File: config.mk
export PLATFORM = sky130hd
export DESIGN_NAME = bad_ctrl
export DESIGN_NICKNAME = d
export VERILOG_FILES = /design/src/sv/bad_pkg.sv /design/src/sv/bad_ctrl.sv
export SDC_FILE = /design/constraint.sdc
export NUM_CORES = 1
export LEC_CHECK = 0
export BUFFER_PORTS_ARGS = -buffer_cell sky130_fd_sc_hd__buf_2
export CORE_MARGIN = 4
export CORE_UTILIZATION = 50
export DETAILED_ROUTE_END_ITERATION = 10
export GPL_ROUTABILITY_DRIVEN = 0
export HOLD_SLACK_MARGIN = 0.02
export PLACE_DENSITY = 0.81
export SYNTH_ARGS = -nofsm -noshare
export SYNTH_HDL_FRONTEND = slang
export SYNTH_SLANG_ARGS = --single-unit
File: constraint.sdc
create_clock -name clk -period 3.4 [get_ports clk]
set_clock_uncertainty 0.2 [all_clocks]
set_input_delay 0.68 -clock clk [delete_from_list [all_inputs] [get_ports clk]]
set_output_delay 0.68 -clock clk [all_outputs]
set_load 0.05 [all_outputs]
File: src/sv/bad_pkg.sv
// Shared types, codes and constants for the box average downscaler.
// Used by bad_ctrl, bad_datapath, box_average_downscaler and the testbench.
package bad_pkg;

  localparam int DIM_W = 13;
  localparam int CH_W = 8;
  localparam int FMT_W = 2;
  localparam int ST_W = 2;
  localparam int CFG_IDX_W = 2;
  localparam int AREA_W = 2 * DIM_W;
  localparam int SUM_W = AREA_W + CH_W;

  localparam int DEF_MAX_EDGE = 512;
  localparam int MAX_DIM = 4096;
  localparam logic [DIM_W-1:0] RESET_MAX_EDGE = 13'd512;

  localparam logic [CFG_IDX_W-1:0] REG_FRAME_WIDTH = 2'd0;
  localparam logic [CFG_IDX_W-1:0] REG_FRAME_HEIGHT = 2'd1;
  localparam logic [CFG_IDX_W-1:0] REG_MAX_EDGE = 2'd2;
  localparam logic [CFG_IDX_W-1:0] REG_PIXEL_FORMAT = 2'd3;

  localparam logic [FMT_W-1:0] FMT_RGBA = 2'd0;
  localparam logic [FMT_W-1:0] FMT_BGRA = 2'd1;
  localparam logic [FMT_W-1:0] FMT_GRAY = 2'd2;
  localparam logic [FMT_W-1:0] FMT_BAD = 2'd3;

  localparam logic [ST_W-1:0] ST_OK = 2'd0;
  localparam logic [ST_W-1:0] ST_BAD_ARG = 2'd1;
  localparam logic [ST_W-1:0] ST_BAD_FMT = 2'd2;

  typedef enum logic [2:0] {
    DIV_BS,
    DIV_COLS,
    DIV_ROWS,
    DIV_R,
    DIV_G,
    DIV_B
  } div_op_t;

  typedef struct packed {
    logic      latch_in;
    logic      frame_init;
    logic      frame_err;
    logic      div_start;
    logic      div_capture;
    div_op_t   div_op;
    logic      set_area;
    logic      mem_read;
    logic      mem_write;
    logic      advance;
    logic      load_ok;
    logic      load_err;
  } cmd_t;

  typedef struct packed {
    logic            frame_start;
    logic [ST_W-1:0] cfg_status;
    logic            in_frame;
    logic            hit;
    logic            emit;
    logic            div_done;
    logic            out_free;
  } sts_t;

endpackage

File: src/sv/bad_ctrl.sv
// Sequencer of the downscaler: one item at a time through check, setup divisions,
// line store update, average divisions and output. Depends on bad_pkg.
module bad_ctrl (
  input  logic          clk,
  input  logic          rst,
  input  logic          in_valid,
  output logic          in_stall,
  input  bad_pkg::sts_t sts,
  output bad_pkg::cmd_t cmd
);

  typedef enum logic [3:0] {
    IDLE, CHECK, DIVGO, DIVW, AREA, RD, ACC, EMIT, ADV, ERR
  } state_t;

  state_t           state, state_next;
  bad_pkg::div_op_t op, op_next;

  assign in_stall = state != IDLE;

  always_comb begin
    state_next = state;
    op_next = op;
    cmd = '0;
    cmd.div_op = op;
    case (state)
      IDLE: begin
        if (in_valid) begin
          cmd.latch_in = 1'b1;
          state_next = CHECK;
        end
      end
      CHECK: begin
        if (sts.frame_start) begin
          if (sts.cfg_status != bad_pkg::ST_OK) begin
            cmd.frame_err = 1'b1;
            state_next = ERR;
          end else begin
            cmd.frame_init = 1'b1;
            op_next = bad_pkg::DIV_BS;
            state_next = DIVGO;
          end
        end else if (sts.in_frame) begin
          state_next = RD;
        end else begin
          state_next = IDLE;
        end
      end
      DIVGO: begin
        cmd.div_start = 1'b1;
        state_next = DIVW;
      end
      DIVW: begin
        if (sts.div_done) begin
          cmd.div_capture = 1'b1;
          case (op)
            bad_pkg::DIV_BS: begin
              op_next = bad_pkg::DIV_COLS;
              state_next = DIVGO;
            end
            bad_pkg::DIV_COLS: begin
              op_next = bad_pkg::DIV_ROWS;
              state_next = DIVGO;
            end
            bad_pkg::DIV_ROWS: state_next = AREA;
            bad_pkg::DIV_R: begin
              op_next = bad_pkg::DIV_G;
              state_next = DIVGO;
            end
            bad_pkg::DIV_G: begin
              op_next = bad_pkg::DIV_B;
              state_next = DIVGO;
            end
            default: state_next = EMIT;
          endcase
        end
      end
      AREA: begin
        cmd.set_area = 1'b1;
        state_next = RD;
      end
      RD: begin
        if (sts.hit) begin
          cmd.mem_read = 1'b1;
          state_next = ACC;
        end else begin
          state_next = ADV;
        end
      end
      ACC: begin
        cmd.mem_write = 1'b1;
        if (sts.emit) begin
          op_next = bad_pkg::DIV_R;
          state_next = DIVGO;
        end else begin
          state_next = ADV;
        end
      end
      EMIT: begin
        if (sts.out_free) begin
          cmd.load_ok = 1'b1;
          state_next = ADV;
        end
      end
      ADV: begin
        cmd.advance = 1'b1;
        state_next = IDLE;
      end
      ERR: begin
        if (sts.out_free) begin
          cmd.load_err = 1'b1;
          state_next = IDLE;
        end
      end
      default: state_next = IDLE;
    endcase
  end

  always_ff @(posedge clk) begin
    if (rst) begin
      state <= IDLE;
      op <= bad_pkg::DIV_BS;
    end else begin
      state <= state_next;
      op <= op_next;
    end
  end

endmodule

==> reports/results.ini <==
[clock_tree]
clock-sinks = 7
cts_resized = 0
clock_path_buffers = 2
cts_buffers = 3
cts_htree_levels = 1
cts_tree = built
ctsHoldBuffers = 0
clockRootBuffer = clkbuf_4
postCtsSetupBuffers = 0
insertion_delay_ns = 0.25
clkTransAtPathRegs_ns = 0.05

[route]
dr.pass1.iters = 4
drtIter0Drc = 13
drt_wl_total_um = 1890
wl_per_cell_um = 14.54
vias_per_cell = 6.208
drc = 0
via_count = 807
detail-route-antenna-nets = 0

[status]
status = complete, no violations

[timing]
slew_violations = 0
slew_headroom = 0.5856
fmax_ghz = 0.3783
setup_viol = 0
fin_crit_ns = 2.644
worstMarginPinSlew_ns = 0.6207
rsz0062_at_grt = no
holdWs_ns = 0.4282
fin_setup_tns_ns = 0
finalHoldViolations = 0
min_period_over_period = 0.7775

[logic_synthesis]
synth_cells = 92
synth_nets = 103
synth.avg_cell_area_um2 = 7.385
ys_ff_latch = 7
synth.distinct_cells = 42
netlist_area_um2 = 679.4
ys_seq_area_frac = 0.2063
yosysWarnings = 0

[setup_path]
timing.rr.end = state[1]
cp.required_ns = 2.52
timing.critical_path.depth = 4
rr_startpoint = state[2]
path_cells = and2b_1 > nand4_1 > inv_1 > buf_2
critPathArrivalTime_ns = 1.76
critPathLaunchType = flip-flop
r2r_cells = 5
cpPeakStageDelay_ns = 0.64
cp_slowest_cell = dfxtp_1
criticalPathCategory = flip-flop to primary output
cp_max_fo = 18
crit_family = flip-flops
reg2reg_setup_slack_ns = 1.48
critPathBufInv = 2
endpoint_kind = primary output

[place]
port_buffers = 25
dp_hpwl_um = 1393

[floorplan]
start_util = 0.5287
ios = 26
dieArea_um2 = 2012
chipHeight_um = 44.86
fp-row-count = 13
core-area_um2 = 1285
die_w_um = 44.86

[finish]
area_growth_pct = 19.52
n_fill_cell = 121
diodes = 0
final_nets = 127
layout_common_cells = 25 x buf_2, 9 x nor2_1, 8 x nor3_1
layout_commonest_cell = buf_2
post_route_cells_drive_above_1_share = 0.2870

[power_and_ir_drop]
clkPwrFrac = 0.244
comb_power_share = 0.392
leakagePower_nw = 0.3520
seq_power_share = 0.364
internal_power_w = 0.0001738
powerDensity_nw_per_um2 = 366.6
peakVddDrop_mv = 0.4234
power.switching_w = 0.0001239
switching_share = 0.4163

[global_routing]
grt_overflow = 0
track_usage = 0.2049
grt_pass1_vias = 756
grt_antenna_before_repair = 0
grt_max_degree = 21
grt_pass1_wl_um = 3132

[min_path]
hold_class = flip-flop to flip-flop
whs_path_depth = 2
holdCritStartpoint = op[2]
holdPathEnd = op[2]

[job]
max-cap-violations = 0

worst register-to-register path: cells and delay by family (launching register included):
family	cells	cell delay [ns]
buffers and inverters	1	0.08
AOI/OAI and AO/OA	1	0.11
DFF	1	0.71
and+or+nand+nor	3	0.70
cell families (layout without fill, tap and decap cells):
family	Yosys count	in the layout	synth area share
and+or+nand+nor	46	46	0.3996
AOI/OAI and AO/OA	25	25	0.2744
buffers and inverters	12	35	0.08839
DFF	7	7	0.2063
muxes	2	2	0.03131
Yosys cell counts (all sizes together):
cell type	number	area (um2)
nor2b	2	12.51
o21a	1	7.510
nand3b	1	7.510
a21oi	2	13.76
nand2b	7	43.79
and2b	1	7.510
mux2	1	11.26
o31ai	1	7.510
clkbuf	1	3.750
a41o	1	10.01
a311oi	1	8.760
a22o	1	8.760
o22ai	1	6.260
mux2i	1	10.01
a221oi	2	17.52
a31oi	3	18.77
inv	6	22.52
a2111oi	1	8.760
o21ai	3	15.01
or4	1	11.26
or4bb	1	11.26
nand4	1	6.260
nor2	10	40.04
nor4bb	1	10.01
and3	1	6.260
nor3	8	40.04
dfxtp	7	140.1
nor4	1	6.260
o211ai	1	7.510
nand4bb	1	11.26
and4b	1	10.01
nand3	4	20.02
and4bb	1	12.51
nand2	4	15.01
buf	5	33.78
o32ai	3	26.28
a22oi	1	7.510
a211oi	3	22.52
routing by layer:
metal / vias up / share of wire / track usage / wire [um]
met5: - / 0 / 0 / 0
met4: 0 / 0.020 / 0.04094 / 38
met3: 4 / 0.061 / 0.05976 / 116
met2: 31 / 0.47 / 0.3496 / 884
met1: 376 / 0.45 / 0.2560 / 850
li1: 396 / - / - / -
area by class of cell:
cell class | count | area (um2) | area share
Timing Repair Buffer | 25 | 125.1 | 0.1541
Clock buffer | 4 | 26.28 | 0.03236
Inverter | 6 | 22.52 | 0.02773
Tap cell | 15 | 18.77 | 0.02311
Sequential cell | 7 | 140.1 | 0.1726
Multi-Input combinational cell | 73 | 479.2 | 0.5901
flip-flops by register name (all words and copies together) (netlist names):
signal and count:
op 3, state 4
worst max-delay path by stage:
stage / start / endpoint / slack, ns
2_1_floorplan: sts[3] / cmd[4] / 0.24
3_3_place_gp: sts[6] / cmd[12] / 1.07
4_1_cts: state[0] / cmd[12] / 0.79
3_5_place_dp: sts[6] / cmd[12] / 1.04
6_report: state[0] / cmd[12] / 0.76
5_1_grt: state[2] / cmd[4] / 0.61
stage by stage:
step	total power (W)	worst slack (ns)	instances	util	area [um2]
final	0.0002977	0.7564	130	0.6319	812.0
after global routing	0.0003199	0.6055	130	0.6319	812.0
after CTS	0.0002996	0.7851	130	0.6319	812.0
after detailed placement	0.0002255	1.037	126	0.6115	785.8
after global placement	0.0002239	1.067	126	0.6115	785.8
after floorplan	0.0002001	0.2438	92	-	679.4
power by group through the flow:
stage | Sequential (W) | Clock [W] | Combinational, W
after detailed placement | 0.000109 | 0 | 0.000116
after CTS | 0.000108 | 0.0000754 | 0.000116
after global routing | 0.000111 | 0.0000826 | 0.000127
final | 0.000108 | 0.0000727 | 0.000117
after floorplan | 0.0000947 | 0 | 0.000105
after global placement | 0.000109 | 0 | 0.000115
No activity file was read; power rests on OpenSTA's default activity.
